[config.mk]
export PLATFORM = sky130hd
export DESIGN_NAME = checked_word_frame_receiver_unit
export DESIGN_NICKNAME = d
export VERILOG_FILES = /design/src/sv/cwfr_pkg.sv /design/src/sv/checked_word_frame_receiver_unit.sv /design/src/sv/cwfr_ram.sv /design/src/sv/cwfr_frame_ctrl.sv
export SDC_FILE = /design/constraint.sdc
export NUM_CORES = 1
export LEC_CHECK = 0
export BUFFER_PORTS_ARGS = -buffer_cell sky130_fd_sc_hd__buf_2
export CORE_MARGIN = 4
export CORE_UTILIZATION = 43
export DETAILED_ROUTE_END_ITERATION = 16
export GPL_TIMING_DRIVEN = 0
export SYNTH_ARGS = -nofsm -noshare
export SYNTH_HDL_FRONTEND = slang
export SYNTH_SLANG_ARGS = --single-unit
[constraint.sdc]
create_clock -name clock -period 6 [get_ports clock]
set_input_delay 0.3 -clock clock [delete_from_list [all_inputs] [get_ports clock]]
set_output_delay 0.3 -clock clock [all_outputs]
set_load 0.01 [all_outputs]
[src/sv/cwfr_pkg.sv]
`timescale 1ns / 1ps
// Package for the checked word frame receiver: receive phases, result codes,
// the frame event struct and default constants. Depends on nothing.
package cwfr_pkg;

   localparam int WORD_COUNT_DEFAULT = 10;
   localparam logic [7:0] MARKER_RESET = 8'h24;

   // Result codes for the receive state field.
   localparam logic [1:0] RX_IDLE    = 2'd0;
   localparam logic [1:0] RX_COLLECT = 2'd1;
   localparam logic [1:0] RX_CHECK   = 2'd2;
   localparam logic [1:0] RX_ACCEPT  = 2'd3;

   typedef enum logic [3:0] {
      PH_IDLE    = 4'b0001,
      PH_COLLECT = 4'b0010,
      PH_CHECK   = 4'b0100,
      PH_ACCEPT  = 4'b1000
   } phase_type;

   // What one accepted byte did to the frame.
   typedef struct packed {
      logic       accepted;
      logic [1:0] state_code;
   } frame_ev_type;

   function automatic logic [1:0] phase_code(input phase_type ph);
      logic [1:0] code;
      case (ph)
         PH_COLLECT: code = RX_COLLECT;
         PH_CHECK:   code = RX_CHECK;
         PH_ACCEPT:  code = RX_ACCEPT;
         default:    code = RX_IDLE;
      endcase
      return code;
   endfunction

endpackage

[src/sv/checked_word_frame_receiver_unit.sv]
`timescale 1ns / 1ps
// Top level of the checked word frame receiver: handshakes, word RAM,
// read-out sequencer and result register. Depends on cwfr_pkg, cwfr_ram
// and cwfr_frame_ctrl.
//
//  Channel   Direction  Handshake            Payload
//  req_      in         req_valid/req_stall  req_rx_byte
//  rsp_      out        rsp_valid/rsp_stall  rsp_rx_state, rsp_word_valid,
//                                            rsp_channel, rsp_payload_word,
//                                            rsp_last
//  csr_      in         csr_wr_en            csr_wr_data (start marker)
//
// A byte that does not complete a good frame yields one beat. A byte that
// completes a good frame holds the input while the frame is read out: after
// the RAM's registered read, one word read per cycle, while the result register
// is free, from the word RAM's single read port, each going to the result register.
// Reset is synchronous and active high; it clears the phase, index, sum,
// sequencer and result valid, and sets the start marker to '$'.
// A stall on the result side holds the result register and the read-out, and
// stalls the input only while the result register cannot be freed.
module checked_word_frame_receiver_unit #(
   parameter int WORD_COUNT = cwfr_pkg::WORD_COUNT_DEFAULT
) (
   input  logic        clock,
   input  logic        reset,
   input  logic        req_valid,
   output logic        req_stall,
   input  logic [7:0]  req_rx_byte,
   output logic        rsp_valid,
   input  logic        rsp_stall,
   output logic [1:0]  rsp_rx_state,
   output logic        rsp_word_valid,
   output logic [3:0]  rsp_channel,
   output logic [31:0] rsp_payload_word,
   output logic        rsp_last,
   input  logic        csr_wr_en,
   input  logic [7:0]  csr_wr_data
);
   import cwfr_pkg::*;

   localparam int AW = (WORD_COUNT > 1) ? $clog2(WORD_COUNT) : 1;

   // The sequencer either takes bytes or reads an accepted frame out.
   typedef enum logic [1:0] {
      ST_RUN  = 2'b01,
      ST_EMIT = 2'b10
   } seq_type;

   seq_type      st_ff, st_in;
   logic         rd_pend_ff, rd_pend_in;
   logic [AW-1:0] rd_idx_ff, rd_idx_in;
   logic [7:0]   marker_ff;

   logic         rsp_valid_ff, rsp_valid_in;
   logic [1:0]   rsp_state_ff, rsp_state_in;
   logic         rsp_word_valid_ff, rsp_word_valid_in;
   logic [3:0]   rsp_channel_ff, rsp_channel_in;
   logic [31:0]  rsp_word_ff, rsp_word_in;
   logic         rsp_last_ff, rsp_last_in;
   logic         rsp_load;

   logic         out_free;
   logic         in_take;
   frame_ev_type ev;
   logic         wr_en;
   logic [AW-1:0] wr_addr;
   logic [31:0]  wr_data;
   logic         rd_en;
   logic [AW-1:0] rd_addr;
   logic [31:0]  rd_data;
   logic         rd_last;

   // The result register can take a new beat when it is empty or draining.
   assign out_free  = !rsp_valid_ff || !rsp_stall;
   assign req_stall = !((st_ff == ST_RUN) && out_free);
   assign in_take   = req_valid && !req_stall;

   cwfr_frame_ctrl #(
      .WORD_COUNT(WORD_COUNT)
   ) u_frame_ctrl (
      .clock       (clock),
      .reset       (reset),
      .byte_take   (in_take),
      .rx_byte     (req_rx_byte),
      .start_marker(marker_ff),
      .ev          (ev),
      .wr_en       (wr_en),
      .wr_addr     (wr_addr),
      .wr_data     (wr_data)
   );

   // Payload words are written during collection and read only after the
   // checksum byte, so a write and a read of the same word never overlap.
   cwfr_ram #(
      .WIDTH(32),
      .DEPTH(WORD_COUNT)
   ) u_word_ram (
      .clock  (clock),
      .wr_en  (wr_en),
      .wr_addr(wr_addr),
      .wr_data(wr_data),
      .rd_en  (rd_en),
      .rd_addr(rd_addr),
      .rd_data(rd_data)
   );

   assign rd_last = (rd_idx_ff == AW'(WORD_COUNT - 1));

   always_comb begin
      st_in             = st_ff;
      rd_pend_in        = rd_pend_ff;
      rd_idx_in         = rd_idx_ff;
      rd_en             = 1'b0;
      rd_addr           = rd_idx_ff;
      rsp_load          = 1'b0;
      rsp_valid_in      = rsp_valid_ff && rsp_stall;
      rsp_state_in      = ev.state_code;
      rsp_word_valid_in = 1'b0;
      rsp_channel_in    = '0;
      rsp_word_in       = '0;
      rsp_last_in       = 1'b1;
      case (st_ff)
         ST_RUN: begin
            if (in_take) begin
               if (ev.accepted) begin
                  // Start the read-out with the first word of the frame.
                  st_in      = ST_EMIT;
                  rd_en      = 1'b1;
                  rd_addr    = '0;
                  rd_idx_in  = '0;
                  rd_pend_in = 1'b1;
               end else begin
                  rsp_load     = 1'b1;
                  rsp_valid_in = 1'b1;
               end
            end
         end
         ST_EMIT: begin
            if (rd_pend_ff && out_free) begin
               rsp_load          = 1'b1;
               rsp_valid_in      = 1'b1;
               rsp_state_in      = RX_ACCEPT;
               rsp_word_valid_in = 1'b1;
               rsp_channel_in    = 4'(rd_idx_ff);
               rsp_word_in       = rd_data;
               rsp_last_in       = rd_last;
               if (rd_last) begin
                  rd_pend_in = 1'b0;
                  st_in      = ST_RUN;
               end else begin
                  rd_en     = 1'b1;
                  rd_addr   = rd_idx_ff + AW'(1);
                  rd_idx_in = rd_idx_ff + AW'(1);
               end
            end
         end
         default: begin
            st_in      = ST_RUN;
            rd_pend_in = 1'b0;
         end
      endcase
   end

   always_ff @(posedge clock) begin
      if (reset) begin
         st_ff        <= ST_RUN;
         rd_pend_ff   <= 1'b0;
         rd_idx_ff    <= '0;
         rsp_valid_ff <= 1'b0;
         marker_ff    <= MARKER_RESET;
      end else begin
         st_ff        <= st_in;
         rd_pend_ff   <= rd_pend_in;
         rd_idx_ff    <= rd_idx_in;
         rsp_valid_ff <= rsp_valid_in;
         if (csr_wr_en) begin
            marker_ff <= csr_wr_data;
         end
      end
   end

   // The result payload needs no reset; it is qualified by the valid bit.
   always_ff @(posedge clock) begin
      if (rsp_load) begin
         rsp_state_ff      <= rsp_state_in;
         rsp_word_valid_ff <= rsp_word_valid_in;
         rsp_channel_ff    <= rsp_channel_in;
         rsp_word_ff       <= rsp_word_in;
         rsp_last_ff       <= rsp_last_in;
      end
   end

   assign rsp_valid        = rsp_valid_ff;
   assign rsp_rx_state     = rsp_state_ff;
   assign rsp_word_valid   = rsp_word_valid_ff;
   assign rsp_channel      = rsp_channel_ff;
   assign rsp_payload_word = rsp_word_ff;
   assign rsp_last         = rsp_last_ff;

   // No byte is taken while an accepted frame is being read out.
   a_no_take_in_emit: assert property (@(posedge clock) disable iff (reset)
      (st_ff == ST_EMIT) |-> req_stall)
      else $error("byte accepted during frame read-out");

   // A read is outstanding exactly while the frame is being read out.
   a_pend_in_emit: assert property (@(posedge clock) disable iff (reset)
      rd_pend_ff == (st_ff == ST_EMIT))
      else $error("read-out sequencer and pending read disagree");

   // A word beat that is not the last keeps the sequencer reading.
   a_word_not_last: assert property (@(posedge clock) disable iff (reset)
      (rsp_valid_ff && rsp_word_valid_ff && !rsp_last_ff) |-> (st_ff == ST_EMIT))
      else $error("read-out ended before the last word");

   // The last word beat hands control back to byte reception.
   a_last_word_ends: assert property (@(posedge clock) disable iff (reset)
      ((st_ff == ST_EMIT) && rd_pend_ff && out_free && rd_last) |=> (st_ff == ST_RUN))
      else $error("read-out did not end after the last word");

endmodule

[src/sv/cwfr_ram.sv]
`timescale 1ns / 1ps
// Generic single-write, single-read RAM with a registered read port.
// Depends on nothing.
module cwfr_ram #(
   parameter int WIDTH = 32,
   parameter int DEPTH = 16,
   localparam int AW = (DEPTH > 1) ? $clog2(DEPTH) : 1
) (
   input  logic             clock,
   input  logic             wr_en,
   input  logic [AW-1:0]    wr_addr,
   input  logic [WIDTH-1:0] wr_data,
   input  logic             rd_en,
   input  logic [AW-1:0]    rd_addr,
   output logic [WIDTH-1:0] rd_data
);

   logic [WIDTH-1:0] mem_ff [DEPTH];
   logic [WIDTH-1:0] rd_data_ff;

   always_ff @(posedge clock) begin
      if (wr_en) begin
         mem_ff[wr_addr] <= wr_data;
      end
      if (rd_en) begin
         rd_data_ff <= mem_ff[rd_addr];
      end
   end

   assign rd_data = rd_data_ff;

endmodule

[src/sv/cwfr_frame_ctrl.sv]
`timescale 1ns / 1ps
// Frame tracking for the receiver: phase, write index, running sum and the
// assembly of payload words for the word RAM. Depends on cwfr_pkg.
module cwfr_frame_ctrl #(
   parameter int WORD_COUNT = cwfr_pkg::WORD_COUNT_DEFAULT,
   localparam int AW = (WORD_COUNT > 1) ? $clog2(WORD_COUNT) : 1
) (
   input  logic                   clock,
   input  logic                   reset,
   input  logic                   byte_take,
   input  logic [7:0]             rx_byte,
   input  logic [7:0]             start_marker,
   output cwfr_pkg::frame_ev_type ev,
   output logic                   wr_en,
   output logic [AW-1:0]          wr_addr,
   output logic [31:0]            wr_data
);
   import cwfr_pkg::*;

   localparam int STORE_BYTES = 4 * WORD_COUNT;
   localparam int IW = $clog2(STORE_BYTES + 1);

   phase_type     phase_ff, phase_in;
   logic [IW-1:0] idx_ff, idx_in;
   logic [7:0]    sum_ff, sum_in;
   logic [23:0]   acc_ff, acc_in;
   logic          full;
   logic          accepted;

   assign full = (idx_ff == IW'(STORE_BYTES));

   always_comb begin
      phase_in = phase_ff;
      idx_in   = idx_ff;
      sum_in   = sum_ff;
      acc_in   = acc_ff;
      accepted = 1'b0;
      wr_en    = 1'b0;
      case (phase_ff)
         PH_IDLE, PH_ACCEPT: begin
            if (rx_byte == start_marker) begin
               phase_in = PH_COLLECT;
               idx_in   = '0;
            end
         end
         PH_COLLECT: begin
            if (!full) begin
               idx_in = idx_ff + IW'(1);
               case (idx_ff[1:0])
                  2'd0:    acc_in[7:0]   = rx_byte;
                  2'd1:    acc_in[15:8]  = rx_byte;
                  2'd2:    acc_in[23:16] = rx_byte;
                  default: wr_en         = byte_take;
               endcase
            end else begin
               phase_in = PH_CHECK;
            end
            sum_in = sum_ff + rx_byte;
         end
         PH_CHECK: begin
            if (8'(sum_ff + start_marker) == rx_byte) begin
               phase_in = PH_ACCEPT;
               accepted = 1'b1;
            end else begin
               phase_in = PH_IDLE;
            end
            sum_in = '0;
         end
         default: begin
            phase_in = PH_IDLE;
         end
      endcase
   end

   assign ev.accepted   = accepted;
   assign ev.state_code = phase_code(phase_in);
   assign wr_addr       = AW'(idx_ff[IW-1:2]);
   assign wr_data       = {rx_byte, acc_ff};

   always_ff @(posedge clock) begin
      if (reset) begin
         phase_ff <= PH_IDLE;
         idx_ff   <= '0;
         sum_ff   <= '0;
      end else if (byte_take) begin
         phase_ff <= phase_in;
         idx_ff   <= idx_in;
         sum_ff   <= sum_in;
      end
   end

   always_ff @(posedge clock) begin
      if (byte_take) begin
         acc_ff <= acc_in;
      end
   end

endmodule

==> flow_summary_export.csv, run 1 <==
group,metric,value,unit
hold_path,hold_end,"rsp_valid",
synthesis,synth_edf_count,416,
synthesis,ys_seq_elements,449,
power,seq_power_share,54.3,%
synthesis,yosys-top-cells-count,"416 x edfxtp_1, 176 x a21oi_1, 172 x nand2_1",
synthesis,yosys_warnings,0,
route,dr.pass1.iters,5,
layout,final_nets,1462,
layout,syn2layout_area_growth,16.3,%
synthesis,yosysTopAreaCellShare,69.6,%
synthesis,synth_ff_type,"edfxtp_1",
route,via_per_inst,5.58,
clocking,postCtsSetupBuffers,0,
clocking,clk_path_buf_depth,3,
sta,relSlewSlack,32.2,%
sta,finClkSkew,0.0163,ns
floorplan,core-area,41000,um^2
critical_path,critPathLaunchType,"flip-flop",
route,dr_total_vias,11100,
floorplan,die_y,212,um
floorplan,rows,74,
power,peakVddDrop,0.177,mV
synthesis,synth_area_leaders,"edfxtp_1 70%, a21oi_1 4.9%, dfxtp_1 3.7%",
power,power.share.clock,43.9,%
critical_path,crit_path_max_fanout,10,
clocking,cts_resized,0,
sta,finalSetupTns,0,ns
synthesis,synth-adder-area-share,1.76,%
critical_path,worstSetupPathType,"reg -> reg",
global_route,grt_pass1_vias,10900,
clocking,numCtsBuffers,46,
synthesis,synthSimpleGateAreaFrac,8.77,%
synthesis,synth_top_family_by_area,"compound AO/OA/AOI/OAI gates",
critical_path,cp_data_arrival_time,4.57,ns
synthesis,synth_area_leader_cell,"edfxtp_1",
synthesis,ys_types,56,
sta,drv_slew,0,
floorplan,start_util,43.7,%
job,drv_cap,0,
hold_path,hold_start,"rsp_stall",
synthesis,synth-seq-area-share,73.3,%
sta,finalHoldViolCount,0,
critical_path,r2r_slack,1.76,ns
route,drc,0,
global_route,grt_util_all_layers,20.3,%
clocking,clk-insertion-delay-late,0.58,ns
power,intPower,5.00,mW
synthesis,avgSynthCellArea,14.1,um^2
clocking,cts-root-buf,"clkbuf_16",
global_route,antenna_found_initial,2,
route,wl_per_cell,22.9,um
power,power,6.27,mW
critical_path,worstSetupEndpointType,"flip-flop",
place,port_buffers,60,
clocking,numClockSinks,449,
power,p_leak,7.49,nW
sta,finalCritPeriodShare,70.7,%
hold_path,hold_depth,3,
power,switching_share,20.2,%
synthesis,post-synth-top-count-cell,"edfxtp_1",
layout,drive_gt1_share,14.5,%
run_status,status,"completed",
floorplan,ios,63,
global_route,overflow,0,
critical_path,r2r_end,"u_word_ram.rd_data[22]",
floorplan,die_area,45000,um^2
layout,diodes,0,
floorplan,die_x,212,um
sta,setup_viol,0,
route,final_antenna_net_count,0,
clocking,cts_tree,"yes",
global_route,grt_pass1_wl,68500,um
place,hpwlAfterDp,29400,um
sta,min_period,4.24,ns
power,powerDensity,301,nW/um^2
clocking,clk_pin_slew_worst_paths,0.06,ns
synthesis,netlist_instances,1272,
sta,max_freq,0.236,GHz
synthesis,synth_xor_area_share,1.46,%
route,drt-initial-drc-count,932,
global_route,grt_start_max_net_pins,25,
critical_path,reg2regPathDepth,11,
critical_path,cp.required,6.33,ns
synthesis,synth_compound_area_share,11.6,%
power,p_switching,1.27,mW
power,combPwrFrac,1.8,%
sta,rsz0062_at_grt,"no",
critical_path,rr_startpoint,"marker_ff[0]",
sta,tightestPinTransition,1.01,ns
place,place.gp.congestion,0.859,
synthesis,synth.area.mux_share,0.935,%
synthesis,syn_nets,1317,
clocking,h-tree-depth,2,
route,routed_wirelength,45400,um
synthesis,netlist_area,17900,um^2
hold_path,min-delay-path-class,"in -> reg",
synthesis,async_flop_share,0,%
layer usage:
layer / up-vias / global-route usage, % / routed length, um
li1: 5113 / - / -
met1: 5527 / 27.8 / 19600
met2: 351 / 33.8 / 22100
met3: 78 / 2.89 / 2540
met4: 0 / 6.44 / 1140
met5: - / 0 / 0
power groups by stage:
stage	combinational, mW	clock, mW	sequential [mW]
after global routing	0.123	2.92	3.41
after floorplan	0.0444	0	3.48
after global placement	0.105	0	3.48
final	0.112	2.75	3.41
after CTS	0.114	2.80	3.41
after detailed placement	0.110	0	3.48
state kept, by name, indices dropped and copies added, names as in the netlist, 2 cells and up:
register               count
u_word_ram.mem_ff        320
u_word_ram.rd_data        32
rsp_payload_word          32
u_frame_ctrl.sum_ff        8
rsp_channel                4
rsp_rx_state               2
marker_ff                  8
u_frame_ctrl.idx_ff        6
rd_idx_ff                  4
u_frame_ctrl.phase_ff      4
u_frame_ctrl.acc_ff       24
layout by cell type (no fill, tap or decap), types with 7 or more instances in the layout:
cell type / n
a211oi_1: 32
buf_2: 85
edfxtp_1: 416
xnor2_1: 22
a21oi_1: 174
mux2i_1: 10
buf_6: 9
clkinv_2: 12
and3_1: 67
buf_4: 19
a31o_1: 30
nor2_1: 42
a21o_1: 9
dfxtp_1: 33
nor3_1: 8
nand3_1: 8
dlygate4sd3_1: 8
inv_1: 11
nand2_1: 172
xor2_1: 8
a22oi_1: 38
o21ai_0: 7
clkbuf_16: 47
clkinv_1: 11
ha_1: 22
clkbuf_1: 48
worst max-delay path, stage by stage (launching register included):
cell and delay, ns:
dfxtp_1 0.36, ha_1 0.26, fa_1 0.43, a211o_1 0.32
a21o_1 0.18, a211oi_2 0.33, o221ai_1 0.28, o211ai_2 0.32
a21o_1 0.31, clkbuf_1 0.54, o22ai_1 0.21, o32ai_1 0.47
layout make-up:
class / instances / area [um^2]
buffer: 75 / 350
clock buffer: 53 / 1200
clock inverter: 30 / 235
fill: 3486 / 20200
inverter: 11 / 41.3
multi-input combinational: 737 / 4480
sequential: 449 / 13200
tap: 532 / 666
timing repair buffer: 97 / 738
through the flow:
step | hold slack [ns] | std cells | worst slack, ns | instance area (um^2) | util [%]
floorplan | 0.399 | 1272 | 1.20 | 17900 | -
global placement | 0.497 | 1864 | -2.63 | 18900 | 46.1
detailed placement | 0.510 | 1893 | 1.82 | 19300 | 47.2
CTS | 0.108 | 1984 | 1.78 | 20900 | 50.9
global route | 0.152 | 1984 | 1.69 | 20900 | 50.9
finish | 0.122 | 1984 | 1.76 | 20900 | 50.9
logic make-up after synthesis:
kind of cell               Yosys count
AOI/OAI and AO/OA                  328
xor gates and xnor gates            30
adders and majority gates           24
buffers and inverters               86
DFF                                449
muxes                               16
and+or+nand+nor                    339
worst max-delay path by stage:
stage                      start                  endpoint  depth (start not counted)
global route        marker_ff[0]     u_word_ram.rd_data[5]                         12
global placement      rd_pend_ff  u_word_ram.mem_ff[8][13]                          7
detailed placement  marker_ff[0]    u_word_ram.rd_data[22]                         11
finish              marker_ff[0]    u_word_ram.rd_data[22]                         11
CTS                 marker_ff[0]    u_word_ram.rd_data[22]                         11
floorplan             rd_pend_ff   u_word_ram.mem_ff[4][0]                          7
what timing repair did:
| item | 4_1_cts | 5_1_grt |
|---|---|---|
| hold buffers | 8 | 0 |
| endpoints found under the setup margin | 0 | 0 |
| hold endpoints to repair | 8 | 0 |
Note: power is estimated with default switching activity, not from simulation.
==> run 2: changes to the inputs <==
==> constraint.sdc (replaced) <==
create_clock -name clock -period 3.5 [get_ports clock]
set_input_delay 0.175 -clock clock [delete_from_list [all_inputs] [get_ports clock]]
set_output_delay 0.175 -clock clock [all_outputs]
set_load 0.01 [all_outputs]
==> flow_summary_export.csv, run 2 (synthesis gave the netlist of run 1 again) <==
group,metric,value,unit
floorplan,core-area,41000,um^2
route,drc,0,
route,drt-initial-drc-count,1119,
clocking,cts-root-buf,"clkbuf_16",
sta,min_period,3.55,ns
layout,largest_reg_flops,320,
power,p_switching,2.19,mW
critical_path,worstSetupPathType,"reg -> reg",
power,switching_share,20.0,%
sta,finalSetupTns,-0.105,ns
layout,drive_gt1_share,25.8,%
layout,final_common_cell,"edfxtp_1",
power,p_leak,8.05,nW
critical_path,reg2regPathDepth,13,
hold_path,min-delay-path-class,"in -> reg",
place,hpwlAfterDp,29400,um
sta,setup_slack,-0.0463,ns
critical_path,slowest_delay,0.35,ns
sta,drv_slew,0,
critical_path,cp_data_arrival_time,3.91,ns
clocking,clk-insertion-delay-late,0.58,ns
layout,final_cell_mix,"416 x edfxtp_1, 170 x nand2_1, 119 x a21oi_1",
power,seq_power_share,53.3,%
clocking,h-tree-depth,2,
critical_path,crit_slowest_cell,"dfxtp_4",
route,via_per_inst,5.67,
clocking,cts_tree,"yes",
floorplan,die_area,45000,um^2
global_route,grt_pass1_vias,11500,
sta,finalCritPeriodShare,101,%
sta,max_freq,0.282,GHz
layout,final_nets,1497,
power,combPwrFrac,1.9,%
sta,tightestPinTransition,1.07,ns
power,power.share.clock,44.8,%
place,place.gp.congestion,0.831,
global_route,grt_util_all_layers,21.3,%
global_route,antenna_found_initial,2,
floorplan,rows,74,
hold_path,hold_depth,1,
place,dpl_cell_area,19300,um^2
clocking,numClockSinks,449,
job,drv_cap,0,
critical_path,rr_startpoint,"marker_ff[0]",
sta,setup_viol,5,
critical_path,worst_path_dominant_cell_family,"compound AO/OA/AOI/OAI gates",
power,powerDensity,489,nW/um^2
global_route,grt_pass1_wl,71800,um
clocking,clk_pin_slew_worst_paths,0.06,ns
critical_path,worst-path-buf-inv,3,
critical_path,worstSetupEndpointType,"flip-flop",
route,dr_total_vias,11500,
floorplan,ios,63,
route,dr.pass1.iters,5,
floorplan,die_x,212,um
sta,relSlewSlack,27.9,%
critical_path,r2r_slack,-0.05,ns
clocking,clk_path_buf_depth,3,
run_status,failed_checks,"negative setup slack",
sta,rsz0062_at_grt,"yes",
layout,finalInstanceArea,22500,um^2
critical_path,r2r_end,"u_word_ram.rd_data[22]",
critical_path,critPathLaunchType,"flip-flop",
power,intPower,8.78,mW
floorplan,start_util,43.7,%
route,wl_per_cell,23.9,um
critical_path,cp_cell_sequence,"ha_4 -> fa_2 -> a211o_1 -> a21o_1 -> a211oi_4 -> o221ai_4 -> buf_6 -> o211ai_4 -> buf_4 -> a2bb2oi_4 -> buf_8 -> o21ai_2 -> o32ai_2",
place,port_buffers,60,
critical_path,crit_path_max_fanout,10,
layout,registers.top_by_ff_count,"u_word_ram.mem_ff",
hold_path,hold_end,"u_word_ram.mem_ff[2][27]",
power,peakVddDrop,0.360,mV
global_route,overflow,0,
route,routed_wirelength,48300,um
global_route,grt_start_max_net_pins,26,
sta,finClkSkew,0.0172,ns
route,final_antenna_net_count,0,
place,place_ws,-0.716,ns
run_status,status,"complete, but fails checks",
clocking,numCtsBuffers,46,
critical_path,cp.required,3.87,ns
layout,syn2layout_area_growth,25.2,%
hold_path,hold_start,"req_rx_byte[3]",
sta,finalHoldViolCount,0,
floorplan,die_y,212,um
-- run 2: stage by stage --
step / utilization, % / power, mW / hold slack, ns / cells
detailed placement: 47.1 / 6.15 / 0.390 / 1892
CTS: 52.9 / 11.0 / 0.0657 / 2004
floorplan: - / 6.05 / 0.274 / 1272
global route: 54.7 / 11.3 / 0.0690 / 2021
finish: 54.7 / 11.0 / 0.0733 / 2022
global placement: 46.1 / 6.14 / 0.388 / 1864
-- run 2: layout make-up --
class	instances	area, um^2
Antenna cell	1	2.50
Buffer	73	716
Clock buffer	56	1190
Clock inverter	29	303
Fill cell	3266	18600
Inverter	11	41.3
Multi-Input combinational cell	739	5270
Sequential cell	449	13200
Tap cell	532	666
Timing Repair Buffer	132	1110
-- run 2: how the worst max path moves through the flow --
stage          cells past startpoint  slack [ns]          from                       end
3_5_place_dp                      11       -0.72  marker_ff[0]    u_word_ram.rd_data[22]
6_report                          13       -0.05  marker_ff[0]    u_word_ram.rd_data[22]
2_1_floorplan                      7       -1.30    rd_pend_ff   u_word_ram.mem_ff[4][0]
5_1_grt                           13       -0.14  marker_ff[0]    u_word_ram.rd_data[22]
4_1_cts                           14       -0.03  marker_ff[0]    u_word_ram.rd_data[17]
3_3_place_gp                       7       -5.07    rd_pend_ff  u_word_ram.mem_ff[8][13]
-- run 2: per-layer routing --
layer / track usage, % / vias to the layer above / wire (um)
met5: 0 / - / 0
li1: - / 5204 / -
met4: 6.80 / 0 / 1350
met2: 35.2 / 427 / 23900
met3: 3.60 / 85 / 2920
met1: 29.0 / 5758 / 20200
-- run 2: power groups by stage --
stage | clock, mW | combinational [mW] | sequential [mW]
detailed placement | 0 | 0.189 | 5.96
CTS | 4.99 | 0.206 | 5.84
finish | 4.91 | 0.214 | 5.84
global placement | 0 | 0.181 | 5.96
floorplan | 0 | 0.0766 | 5.97
global route | 5.22 | 0.232 | 5.84
-- run 2: repair_timing --
action / 4_1_cts / 5_1_grt
gates cloned: 5 / 2
buffers inserted: 13 / 17
hold buffers: 9 / 0
resized for setup: 155 / 152
setup endpoints to repair: 81 / 81
pin swaps: 24 / 27
hold endpoints to repair: 9 / 0
